<file path="src/rtl/core/lbs_pkg.sv">
`default_nettype none
package lbs_pkg;
	localparam int NumJointsDefault  = 256;
	localparam int InfluencesDefault = 4;
	localparam int MaxInfluences     = 4;
	localparam int ElemsPerMatrix    = 16;

	typedef enum logic [1:0] {
		CMD_JOINT = 2'd0,
		CMD_MVP   = 2'd1,
		CMD_VERT  = 2'd2,
		CMD_NONE  = 2'd3
	} cmd_t;

	// Controller to datapath commands
	typedef struct packed {
		logic       load;       // capture vertex fields
		logic       clr_acc;    // clear blend accumulator of current element
		logic       blend;      // accumulate weight * joint element
		logic       blend_last; // round/saturate element into skin matrix
		logic       mv_clr;     // clear row accumulator
		logic       mv_mac;     // one multiply-accumulate for a row
		logic       mv_pass;    // 0: skin*bind, 1: mvp*local
		logic       mv_row_end; // round row into result vector
		logic [1:0] row;
		logic [1:0] col;
		logic [3:0] elem;
	} lbs_cmd_t;

	function automatic logic signed [31:0] sat32(input logic signed [79:0] v);
		if (v > 80'sd2147483647) return 32'sh7fffffff;
		if (v < -80'sd2147483648) return 32'sh80000000;
		return v[31:0];
	endfunction
endpackage
`default_nettype wire

</file>
<file path="src/rtl/core/lbs_ctrl.sv">
`default_nettype none
module lbs_ctrl
	import lbs_pkg::*;
#(
	parameter int NUM_JOINTS = NumJointsDefault,
	parameter int INFLUENCES = InfluencesDefault
) (
	input  wire logic        clk,
	input  wire logic        arst_n,
	input  wire logic        start,
	input  wire logic [31:0] joint_ids,
	input  wire logic [63:0] weights,
	input  wire logic        out_free,
	output logic             busy,
	output logic             done,
	output logic             rd_en,
	output logic [11:0]      rd_addr,
	output lbs_cmd_t         cmd
);
	localparam int NInf = (INFLUENCES < MaxInfluences) ? INFLUENCES : MaxInfluences;

	typedef enum logic [5:0] {
		S_IDLE  = 6'b000001,
		S_BLEND = 6'b000010,
		S_WAIT  = 6'b000100,
		S_MV    = 6'b001000,
		S_DRAIN = 6'b010000,
		S_OUT   = 6'b100000
	} state_t;

	state_t     state_q;
	logic [3:0] elem_q;
	logic [2:0] inf_q;
	logic [3:0] mask_q;
	logic [7:0] ids_q [MaxInfluences];
	logic [3:0] mac_q;      // row*4+col
	logic       pass_q;
	logic       rd_v_s1;    // read data in rd_q is valid
	logic       rd_last_s1;
	logic       rd_first_s1;
	logic [3:0] rd_elem_s1;
	logic [1:0] rd_inf_s1;
	logic       mv_v_s1;
	logic [3:0] mv_idx_s1;
	logic       mv_pass_s1;
	logic       mv_pending_q;

	logic [3:0] use_c;
	logic [2:0] nxt_inf_c;
	logic       more_c;

	function automatic logic [2:0] first_c(input logic [3:0] m);
		logic [2:0] f;
		f = 3'd0;
		for (int k = MaxInfluences - 1; k >= 0; k--)
			if (m[k]) f = 3'(k);
		return f;
	endfunction

	always_comb begin
		for (int k = 0; k < MaxInfluences; k++)
			use_c[k] = (k < NInf) && (weights[16*k +: 16] != 16'd0) &&
				(32'(joint_ids[8*k +: 8]) < NUM_JOINTS);
	end

	// next used influence after inf_q
	always_comb begin
		nxt_inf_c = 3'd4;
		for (int k = MaxInfluences - 1; k >= 0; k--)
			if (k > int'(inf_q) && mask_q[k]) nxt_inf_c = 3'(k);
		more_c = (nxt_inf_c != 3'd4);
	end

	assign busy    = (state_q != S_IDLE);
	assign done    = (state_q == S_OUT) && out_free;
	assign rd_en   = (state_q == S_BLEND);
	assign rd_addr = {ids_q[inf_q[1:0]], elem_q};

	always_comb begin
		cmd            = '0;
		cmd.load       = start;
		cmd.clr_acc    = rd_v_s1 && rd_first_s1;
		cmd.blend      = rd_v_s1;
		cmd.blend_last = rd_v_s1 && rd_last_s1;
		cmd.elem       = rd_elem_s1;
		cmd.mv_mac     = mv_v_s1;
		cmd.mv_clr     = mv_v_s1 && (mv_idx_s1[1:0] == 2'd0);
		cmd.mv_row_end = mv_v_s1 && (mv_idx_s1[1:0] == 2'd3);
		cmd.mv_pass    = mv_v_s1 ? mv_pass_s1 : pass_q;
		cmd.row        = mv_idx_s1[3:2];
		cmd.col        = mv_idx_s1[1:0];
		if (rd_v_s1) begin
			cmd.row = 2'd0;
			cmd.col = rd_inf_s1;
		end
	end

	always_ff @(posedge clk or negedge arst_n) begin
		if (!arst_n) begin
			state_q <= S_IDLE;
			rd_v_s1 <= 1'b0;
			mv_v_s1 <= 1'b0;
		end else begin
			rd_v_s1 <= (state_q == S_BLEND);
			mv_v_s1 <= (state_q == S_MV);
			case (state_q)
				S_IDLE: begin
					if (start) begin
						mask_q <= use_c;
						for (int k = 0; k < MaxInfluences; k++)
							ids_q[k] <= joint_ids[8*k +: 8];
						elem_q <= '0;
						// move to first used influence
						inf_q  <= first_c(use_c);
						if (use_c == 4'd0) begin
							mac_q   <= '0;
							pass_q  <= 1'b0;
							state_q <= S_MV;
						end else begin
							state_q <= S_BLEND;
						end
					end
				end
				S_BLEND: begin
					rd_elem_s1  <= elem_q;
					rd_inf_s1   <= inf_q[1:0];
					rd_first_s1 <= (inf_q == first_c(mask_q));
					rd_last_s1  <= !more_c;
					if (more_c) inf_q <= nxt_inf_c;
					else begin
						inf_q <= first_c(mask_q);
						if (elem_q == 4'd15) state_q <= S_WAIT;
						else elem_q <= elem_q + 4'd1;
					end
				end
				S_WAIT: begin
					mac_q   <= '0;
					pass_q  <= 1'b0;
					state_q <= S_MV;
				end
				S_MV: begin
					mv_idx_s1  <= mac_q;
					mv_pass_s1 <= pass_q;
					mac_q      <= mac_q + 4'd1;
					if (mac_q == 4'd15) state_q <= S_DRAIN;
				end
				S_DRAIN: begin
					if (!mv_v_s1 && !mv_pending_q) begin
						if (pass_q) state_q <= S_OUT;
						else begin
							pass_q  <= 1'b1;
							mac_q   <= '0;
							state_q <= S_MV;
						end
					end
				end
				S_OUT: if (out_free) state_q <= S_IDLE;
				default: state_q <= S_IDLE;
			endcase
		end
	end

	// mirrors the MAC accumulate stage in the datapath so that S_DRAIN waits for it
	always_ff @(posedge clk or negedge arst_n) begin
		if (!arst_n) mv_pending_q <= 1'b0;
		else mv_pending_q <= mv_v_s1;
	end
endmodule
`default_nettype wire

</file>
<file path="config.mk">
export PLATFORM = sky130hd
export DESIGN_NAME = lbs_ctrl
export DESIGN_NICKNAME = d
export VERILOG_FILES = /design/src/rtl/core/lbs_pkg.sv /design/src/rtl/core/lbs_ctrl.sv
export SDC_FILE = /design/constraint.sdc
export NUM_CORES = 1
export LEC_CHECK = 0
export ABC_AREA = 0
export BUFFER_PORTS_ARGS = -buffer_cell sky130_fd_sc_hd__buf_2
export CAP_MARGIN = 20
export CORE_ASPECT_RATIO = 2
export CORE_MARGIN = 1
export CORE_UTILIZATION = 40
export CTS_CLUSTER_DIAMETER = 150
export DETAILED_ROUTE_END_ITERATION = 6
export MAX_ROUTING_LAYER = met4
export PLACE_DENSITY = 0.68
export SLEW_MARGIN = 20
export SYNTH_ARGS = -nofsm -noshare
export SYNTH_HDL_FRONTEND = slang
export SYNTH_SLANG_ARGS = --single-unit
</file>
<file path="constraint.sdc">
create_clock -name clk -period 3 [get_ports clk]
set_input_delay 0.6 -clock clk [delete_from_list [all_inputs] [get_ports clk]]
set_output_delay 0.6 -clock clk [all_outputs]
set_load 0.01 [all_outputs]
</file>
# After elaboration in Yosys (flattened, before gate mapping)
# Memory sizes are Yosys's and may differ from the RTL's. A register that Yosys moved wholly into a read port is not among the register bits.
# Cells that the tools add are included.
[word_totals]
ramBits = 32
ff_bits = 38
word_cells = 115
mem_count = 1
inputBits = 100
out_inout_bits = 31
[memory_table]
columns = ["memory", "depth", "width", "read_ports", "rd_ports_with_merged_regs", "wr", "line_no", "text"]
rows = [
  ["ids_q", 4, 8, 1, 1, 4, "lbs_ctrl.sv:35", "logic [7:0] ids_q [MaxInfluences];"],
]
[classes]
eq_ne = 21
add_sub_neg = 2
muxes = 43
order_cmp = 3
reduce_logical = 30
[op_table]
columns = ["operator", "count"]
rows = [
  ["nonzero test 16 bit", 4],
  ["two-way mux 6 bit", 7],
  ["two-way mux 3 bit", 12],
  ["two-way mux 4 bit", 9],
  ["case mux 6 bit (6 select lines)", 1],
  ["case mux 4 bit (4 select lines)", 1],
  ["inequality test 2 bit, second input constant", 7],
  ["AND reduction 6 bit", 2],
  ["logical AND 1 bit", 10],
  ["AND reduction 5 bit", 2],
  ["adder 4 x 1 -> 4 bit, second input constant", 2],
  ["== test 4 bit, second input constant", 2],
  ["case mux 4 bit (2 select lines)", 1],
  ["two-way mux 1 bit", 7],
  ["== test 6 x 1 -> 1 bit, second input constant", 1],
  ["== test 6 x 2 -> 1 bit, second input constant", 1],
  ["== test 6 x 3 -> 1 bit, second input constant", 1],
  ["== test 6 x 4 -> 1 bit, second input constant", 1],
  ["== test 6 x 5 -> 1 bit, second input constant", 1],
  ["== test 6 bit, second input constant", 1],
  ["> comparator 2 x 3 -> 1 bit, first input constant", 2],
  ["two-way mux 2 bit", 3],
  ["inequality test 6 x 1 -> 1 bit, second input constant", 1],
  ["case mux 3 bit (2 select lines)", 1],
  ["14 further kinds", 19],
]

# Logic depth before layout (Yosys ltp)
# Gate-level depths: netlist (run 1).
[depth]
depth_word = 9
depth_mapped = 7
depth_no_buf = 6

# Worst setup path after synthesis (run 1)
# OpenSTA, ideal clock, no wires.
[synth_path]
path_type = "register to register"
start = "register state_q[2]"
end = "memory ids_q[0][0], enable pin"
setup_ns = 0.392
required_ns = 2.608
path_buffers = 1
slack_ns = 0.750
path_stages_with_launch = 5
synth_period_minus_slack_ns = 2.250
t_arrival_ns = 1.858
path_cell_list = "dfrtp_1 > buf_6 > nor4_4 > and2_4 > and3_1"
[synth_lines]
columns = ["item", "line_no", "text"]
rows = [
  ["from (decl)", "lbs_ctrl.sv:31", "state_t state_q;"],
  ["from (signal assigned)", "lbs_ctrl.sv:100", "state_q <= S_IDLE;"],
  ["from (signal assigned)", "lbs_ctrl.sv:118", "state_q <= S_MV;"],
  ["from (signal assigned)", "lbs_ctrl.sv:120", "state_q <= S_BLEND;"],
  ["to (decl)", "lbs_ctrl.sv:35", ""],
]

# Worst setup path after layout (run 1)
[layout_path]
start = "register state_q[2]"
end = "output rd_en"
[layout_between]
elab_chain_cells = 1
[layout_rtl]
columns = ["item", "line_no", "text"]
rows = [
  ["== test 6 x 2 -> 1 bit", "lbs_ctrl.sv:76", "assign rd_en = (state_q == S_BLEND);"],
  ["to (decl)", "lbs_ctrl.sv:16", "output logic rd_en,"],
]
# Every way passes these cells.

==> metrics.md, run 1 <==
| Metric | Value |
|---|---|
| Clock latency on the worst-skew pair | `0.33 ns` |
| Setup TNS | `0 ns` |
| Routing usage on met2 | `39.32%` |
| Gpl congestion | `0.8837` |
| Fillers | `677` |
| Post-synth EDFFs | `61` |
| Root buf cell | `clkbuf_16` |
| CP Max Fanout | `10` |
| Worst EP arrival | `1.82 ns` |
| CTS tree | `yes` |
| WHS | `0.1514 ns` |
| Synthesized Nets | `333` |
| Syn Area/Cell | `14.19 sq um` |
| Final setup viols | `0` |
| Fin util | `53.59%` |
| Rel. slew slack | `61.03%` |
| Synth top area share | `55.88%` |
| Boundary Pins | `131` |
| Ant. Diodes | `0` |
| Cell Area, Synth | `3278 sq um` |
| DRT Pass-1 Iters | `4` |
| Post-synthesis cell count | `231` |
| Die area | `8584 sq um` |
| Core Rows | `46` |
| Synthesis-stage register bit count | `72` |
| Die Wd | `66.02 um` |
| Most common flop cell mapped by yosys | `edfxtp_1` |
| Largest area contributor in the synthesized netlist | `edfxtp_1` |
| Post-synthesis sequential area ratio | `64.01%` |
| Die outline height | `130.0 um` |
| Final cell count without fillers | `466` |
| Cts bufs inserted | `9` |
| Vias in the first global route | `2,633` |
| Leakage | `0.001769 uW` |
| # DRC | `0` |
| GR Overflow Total | `0` |
| Initial antenna violation count | `0` |
| CP required | `2.40 ns` |
| Post-synth top cells | `61 x edfxtp_1, 19 x nor4_1, 14 x nor2_1` |
| Reg clk slew, reported paths | `0.05 ns` |
| Placed insts | `450` |
| IO buf count | `130` |
| CP max-delay cell | `dfrtp_1` |
| CP Buf/Inv Count | `2` |
| Max Fclk | `0.4132 GHz` |
| Met3 Usage GRT | `3.759%` |
| First-pass GRT wire length | `13.05 mm` |
| # Max-Cap Violations | `0` |
| Via density | `5.253` |
| Unrepaired setup endpoints after global routing | `false` |
| Hold_buf cts | `0` |
| Synthesis-to-finish area growth | `29.85%` |
| Final Max Slew Viols | `0` |
| Final Hold Fails | `0` |
| Leading post-synthesis cells by cell area | `edfxtp_1 56%, dfrtp_1 6.1%, mux4_2 5.5%` |
| Async SR Flop Fraction | `12.50%` |
| Synth unique cells | `54` |
| GRT Util Overall | `21.64%` |
| Critical path cell sequence | `nor4_4 -> nand2_1 -> inv_2 -> buf_2` |
| Outcome | `finished, final reports clean` |
| Htree depth | `3` |
| Largest net degree at the start of global routing | `33` |
| Post-DP HPWL | `6.298 mm` |
| DRT antenna net count | `0` |
| DR vias | `2,448` |
| Core ar. | `7943 sq um` |
| Clock sink count | `72` |
| Crit Path Category | `reg2out` |
| Global route hottest layer | `met2` |
| Post-Route WL | `8.166 mm` |
| Post-CTS Setup Bufs | `0` |
| Fin crit share | `80.67%` |
| Crit path time final | `2.420 ns` |
| # nets final | `467` |
| Ratio of cells with drive above 1 in the final layout | `45.95%` |
| Max VDD drop | `0.0003741 V` |
| Initial drt markers | `176` |
| Critical path depth | `4` |
| Reg2reg path depth | `5` |
| Crit end category | `primary output` |
| CP delay by family, top | `simple AND/OR/NAND/NOR gates` |
| Power Density | `729.8 nW/um^2` |
| Synthesis Warnings | `0` |
| Wire length per cell | `17.52 um` |
| Worst-margin pin slew | `0.5838 ns` |
| Largest stage delay on the critical path | `0.51 ns` |
| Type of the most critical hold path | `in2async` |
| Crit path launch type | `register` |
| Clk buf depth | `2` |
| Total Power | `3106 uW` |
| Clock Skews | `0.004797 ns` |
| Count leader, synth | `edfxtp_1` |
| Post_cts resized | `0` |
| Initial Utilization | `41.27%` |
| Met1 Use GR | `21.80%` |
==> where the power goes <==
part	switching, uW	internal [uW]
clock network	367	553
logic	382	376
registers	159	1270
total	909	2200
==> layout by cell type, fill, tap and decap left out, types with 3 or more instances in the layout <==
cell and instances:
mux2_2 3, edfxtp_1 61, buf_4 4, o21ai_0 7
nor2b_1 4, a21oi_1 6, nand2b_1 5, nor2_1 14
buf_2 130, and3_1 5, nand2_1 6, nor3_1 5
dfrtp_1 8, clkbuf_1 3, nor4_1 19, nand3_1 6
mux4_2 8, and2_1 4, nand4_1 6, xor2_1 6
clkbuf_16 9, inv_1 8
==> metal layers <==
layer,routed length [um],vias to the layer above
met5,0,-
met4,184,0
met3,349,15
met2,4710,78
met1,2921,1186
li1,-,1169
==> logic make-up after synthesis <==
logic type	share of synthesized area, %
simple gates	15.61
flops	64.01
compound gates	6.145
buf+inv	3.473
mux	7.748
xor+xnor	2.137
fa+ha+maj	0.7632
other cells	0.1144
==> stage by stage <==
step                area, sq um  worst slack [ns]
floorplan                  3278            0.7496
global placement           3999            0.3582
detailed placement         3999            0.2736
CTS                        4257            0.5569
global route               4257            0.3904
finish                     4257            0.5800
==> path summary, 6_finish.rpt <==
check	start	endpoint	slack, ns
max in group asynchronous	arst_n	state_q[0]	2.56
worst min-delay path	arst_n	mv_pending_q	0.15
worst max register to register	state_q[2]	elem_q[1]	0.74
min in group clk	joint_ids[6]	ids_q[0][6]	0.44
worst max-delay path	state_q[2]	rd_en	0.58
worst min register to register	mv_v_s1	mv_pending_q	0.48
==> layout make-up <==
| cell class | count | area [sq um] | area share, % |
|---|---|---|---|
| Inverter | 9 | 33.78 | 0.7937 |
| Clock inverter | 4 | 21.27 | 0.4997 |
| Clock buffer | 12 | 236.5 | 5.556 |
| Sequential cell | 72 | 2098 | 49.29 |
| Tap cell | 96 | 120.1 | 2.822 |
| Multi-Input combinational cell | 139 | 1066 | 25.04 |
| Timing Repair Buffer | 134 | 680.7 | 15.99 |
==> flip-flops by register name, summed over array words and instances, names as in the netlist, 2 cells and up, named ones only <==
register	flops
rd_inf_s1	2
rd_elem_s1	4
mac_q	4
mask_q	4
state_q	6
ids_q	32
elem_q	4
inf_q	3
mv_idx_s1	4
No activity file was read; power rests on OpenSTA's default activity.
==> inputs of run 2 (changes only) <==
--- a/config.mk
+++ b/config.mk
@@ -5,7 +5,7 @@
 export SDC_FILE = /design/constraint.sdc
 export NUM_CORES = 1
 export LEC_CHECK = 0
-export ABC_AREA = 0
+export ABC_AREA = 1
 export BUFFER_PORTS_ARGS = -buffer_cell sky130_fd_sc_hd__buf_2
 export CAP_MARGIN = 20
 export CORE_ASPECT_RATIO = 2
@@ -14,7 +14,7 @@
 export CTS_CLUSTER_DIAMETER = 150
 export DETAILED_ROUTE_END_ITERATION = 6
 export MAX_ROUTING_LAYER = met4
-export PLACE_DENSITY = 0.68
+export PLACE_DENSITY = 0.67
 export SLEW_MARGIN = 20
 export SYNTH_ARGS = -nofsm -noshare
 export SYNTH_HDL_FRONTEND = slang
==> constraint.sdc (replaced) <==
create_clock -name clk -period 2.44 [get_ports clk]
set_input_delay 0.488 -clock clk [delete_from_list [all_inputs] [get_ports clk]]
set_output_delay 0.488 -clock clk [all_outputs]
set_load 0.01 [all_outputs]
==> metrics.md, run 2 <==
| Metric | Value |
|---|---|
| Wire length per cell | `12.39 um (was 17.52 um)` |
| Synth top area share | `53.20% (was 55.88%)` |
| CP delay by family, top | `simple AND/OR/NAND/NOR gates (unchanged)` |
| Largest regs | `ids_q x32, state_q x6 (unchanged)` |
| Worst R2R Start | `state_q[0] (was state_q[2])` |
| CP required | `1.95 ns (was 2.40 ns)` |
| Leakage | `0.002102 uW (was 0.001769 uW)` |
| Clk buf depth | `2 (unchanged)` |
| Cell Area, Synth | `3443 sq um (was 3278 sq um)` |
| Fin crit share | `83.80%` |
| Max VDD drop | `0.0004145 V (was 0.0003741 V)` |
| Most common flop cell mapped by yosys | `edfxtp_1 (unchanged)` |
| Post-synthesis sequential area ratio | `60.94% (was 64.01%)` |
| Critical path depth | `4 (unchanged)` |
| Core Rows | `47 (was 46)` |
| Ratio of cells with drive above 1 in the final layout | `35.13% (was 45.95%)` |
| Synth Area in Simple Gates | `24.64% (was 15.61%)` |
| Crit path from | `state_q[2] (unchanged)` |
| Syn Area/Cell | `9.645 sq um (was 14.19 sq um)` |
| Outcome | `finished, final reports clean (unchanged)` |
| Leading post-synthesis cells by cell area | `edfxtp_1 53%, nor2_1 9.4%, nand2_1 7.7% (was edfxtp_1 56%, dfrtp_1 6.1%, mux4_2 5.5%)` |
| Via density | `4.699 (was 5.253)` |
| Commonest cells after routing, fill and taps aside | `130 x buf_2, 86 x nor2_1, 71 x nand2_1, 61 x edfxtp_1, 40 x inv_1 (was 130 x buf_2, 61 x edfxtp_1, 19 x nor4_1, 14 x nor2_1, 9 x clkbuf_16)` |
| Die Wd | `67.61 um (was 66.02 um)` |
| Placed insts | `582 (was 450)` |
| Post-synthesis compound-gate area fraction | `6.395% (was 6.145%)` |
| Largest stage delay on the critical path | `0.43 ns (was 0.51 ns)` |
| Ant. Diodes | `0 (unchanged)` |
| Post_cts resized | `0 (unchanged)` |
| Initial Utilization | `41.53% (was 41.27%)` |
| Synthesized Nets | `459 (was 333)` |
| Synth Area in XOR/XNOR | `1.017% (was 2.137%)` |
| Worst-margin pin slew | `0.5511 ns (was 0.5838 ns)` |
| Async SR Flop Fraction | `12.50% (unchanged)` |
| DRT antenna net count | `0 (unchanged)` |
| CTS tree | `yes (unchanged)` |
| Boundary Pins | `131 (unchanged)` |
| Post-synthesis cell count | `357 (was 231)` |
| DRT Pass-1 Iters | `4 (unchanged)` |
| Type of the most critical hold path | `in2reg (was in2async)` |
| Max reg flops | `32 (unchanged)` |
| Die outline height | `133.2 um (was 130.0 um)` |
| Reg clk slew, reported paths | `0.06 ns (was 0.05 ns)` |
| Crit Path Category | `reg2out (unchanged)` |
| # Max-Cap Violations | `0 (unchanged)` |
| Die area | `9006 sq um (was 8584 sq um)` |
| Vias in the first global route | `2,877 (was 2,633)` |
| Count leader, synth | `nor2_1 (was edfxtp_1)` |
| Most common cell after layout, fill and taps aside | `buf_2 (unchanged)` |
| Final instance area | `4498 sq um (was 4257 sq um)` |
| Max Fclk | `0.4891 GHz` |
| Synthesis-to-finish area growth | `30.63% (was 29.85%)` |
| Worst EP arrival | `1.56 ns (was 1.82 ns)` |
| Final Max Slew Viols | `0 (unchanged)` |
| WHS | `0.3365 ns (was 0.1514 ns)` |
| Largest family of logic cells by synthesized area | `simple AND/OR/NAND/NOR gates (unchanged)` |
| Clock Skews | `0.006436 ns (was 0.004797 ns)` |
| CP max-delay cell | `dfrtp_1 (unchanged)` |
| Adder-cell share of the synthesized area | `0.7267% (was 0.7634%)` |
| CP Buf/Inv Count | `2 (unchanged)` |
| Setup TNS | `0 ns (unchanged)` |
| Critical path cell sequence | `nor2_4 -> nand4_4 -> inv_2 -> buf_2 (was nor4_4 -> nand2_1 -> inv_2 -> buf_2)` |
| Synth unique cells | `36 (was 54)` |
| Final Hold Fails | `0 (unchanged)` |
| Cell Area, Placed | `4213 sq um (was 3999 sq um)` |
| Reg2reg path depth | `6 (was 5)` |
| Multiplexer share of the synthesized area | `0% (was 7.748%)` |
| Final setup viols | `0 (unchanged)` |
| Largest area contributor in the synthesized netlist | `edfxtp_1 (unchanged)` |
| Htree depth | `3 (unchanged)` |
| Initial antenna violation count | `0 (unchanged)` |
| GRT Util Overall | `18.40% (was 21.64%)` |
| Synthesis Warnings | `0 (unchanged)` |
| # DRC | `0 (unchanged)` |
| Biggest register | `ids_q (unchanged)` |
| Clock sink count | `72 (unchanged)` |
| Root buf cell | `clkbuf_16 (unchanged)` |
| First-pass GRT wire length | `11.97 mm (was 13.05 mm)` |
| Unrepaired setup endpoints after global routing | `false (unchanged)` |
| Power Density | `962.7 nW/um^2 (was 729.8 nW/um^2)` |
| Final cell count without fillers | `599 (was 466)` |
| GR Overflow Total | `0 (unchanged)` |
| Synthesis-stage register bit count | `72 (unchanged)` |
| Crit end category | `primary output (unchanged)` |
| Post-DP HPWL | `6.077 mm (was 6.298 mm)` |
| Initial drt markers | `123 (was 176)` |
| Clock latency on the worst-skew pair | `0.33 ns (about the same)` |
| Post-synth EDFFs | `61 (unchanged)` |
| Rel. slew slack | `62.97% (was 61.03%)` |
| Post-Route WL | `7.422 mm (was 8.166 mm)` |
| IO buf count | `130 (unchanged)` |
| Hold Path Cell Cnt | `1` |
| Core ar. | `8292 sq um (was 7943 sq um)` |
| # nets final | `598 (was 467)` |
| CP Max Fanout | `11 (was 10)` |
| Crit path launch type | `register (unchanged)` |
| Crit path time final | `2.045 ns` |
| DR vias | `2,815 (was 2,448)` |
| Largest net degree at the start of global routing | `33 (unchanged)` |
| Cts bufs inserted | `9 (unchanged)` |
| Post-synth top cells | `86 x nor2_1, 71 x nand2_1, 61 x edfxtp_1 (was 61 x edfxtp_1, 19 x nor4_1, 14 x nor2_1)` |
| Gpl congestion | `0.8450 (was 0.8837)` |
| Fin util | `54.25% (was 53.59%)` |
| Hold wc startpoint | `joint_ids[24]` |
| Fillers | `750 (was 677)` |
## run 2: cell count changes after synthesis, sizes merged, moves of 5 or more
| cell | previous run | this run |
|---|---|---|
| nor2 | 14 | 89 |
| nand2 | 6 | 76 |
| inv | 9 | 44 |
| nor4 | 20 | 0 |
| o21ai | 7 | 25 |
| mux4 | 8 | 0 |
| and3 | 6 | 0 |
| o22ai | 2 | 8 |
| buf | 9 | 4 |
| mux2 | 5 | 0 |
| nand2b | 5 | 0 |
## run 2: power breakdown
part           leakage [uW]  switching [uW]  total [uW]  internal [uW]
logic               0.00129             881        1390            512
registers          0.000682             148        1760           1620
clock network      0.000128             463        1170            711
total               0.00210            1490        4330           2840
## run 2: final timing paths
kind	to	slack [ns]
min in group asynchronous	rd_v_s1	0.52
worst max register to register	elem_q[0]	0.52
worst min-delay path	ids_q[3][0]	0.34
worst min register to register	mv_pending_q	0.47
worst max-delay path	rd_en	0.40
max in group asynchronous	state_q[0]	1.50
## run 2: repair_timing
action | in CTS | in global routing
buffers inserted | 0 | 0
hold buffers | 1 | 0
hold endpoints to repair | 1 | 0
## run 2: cell type report
class / instances / area [sq um] / area share, %
Inverter: 44 / 167.7 / 3.727
Multi-Input combinational cell: 234 / 1144 / 25.42
Sequential cell: 72 / 2098 / 46.65
Tap cell: 98 / 122.6 / 2.726
Clock buffer: 11 / 242.7 / 5.396
Timing Repair Buffer: 135 / 690.7 / 15.35
Clock inverter: 5 / 32.53 / 0.7232
## run 2: kinds of logic after synthesis
logic type	Yosys count
xor+xnor	4
other cells	1
compound gates	37
fa+ha+maj	2
flops	72
simple gates	190
buf+inv	51
## run 2: metrics by stage
stage	total power [uW]	setup slack [ns]
5_1_grt	4627	0.2990
6_report	4331	0.3954
3_5_place_dp	3196	0.4482
2_1_floorplan	2707	0.3132
4_1_cts	4378	0.3623
3_3_place_gp	3158	0.5049
## run 2: per-layer routing
layer  track usage (%)  part of all wire [%]  up-vias  routed length, um
met4             9.456                   2.7        0                201
met3             4.195                   6.6       16                490
met2             36.03                    57      117               4242
met5                 -                     0        -                  0
met1             13.98                    34     1231               2487
li1                  -                     -     1451                  -
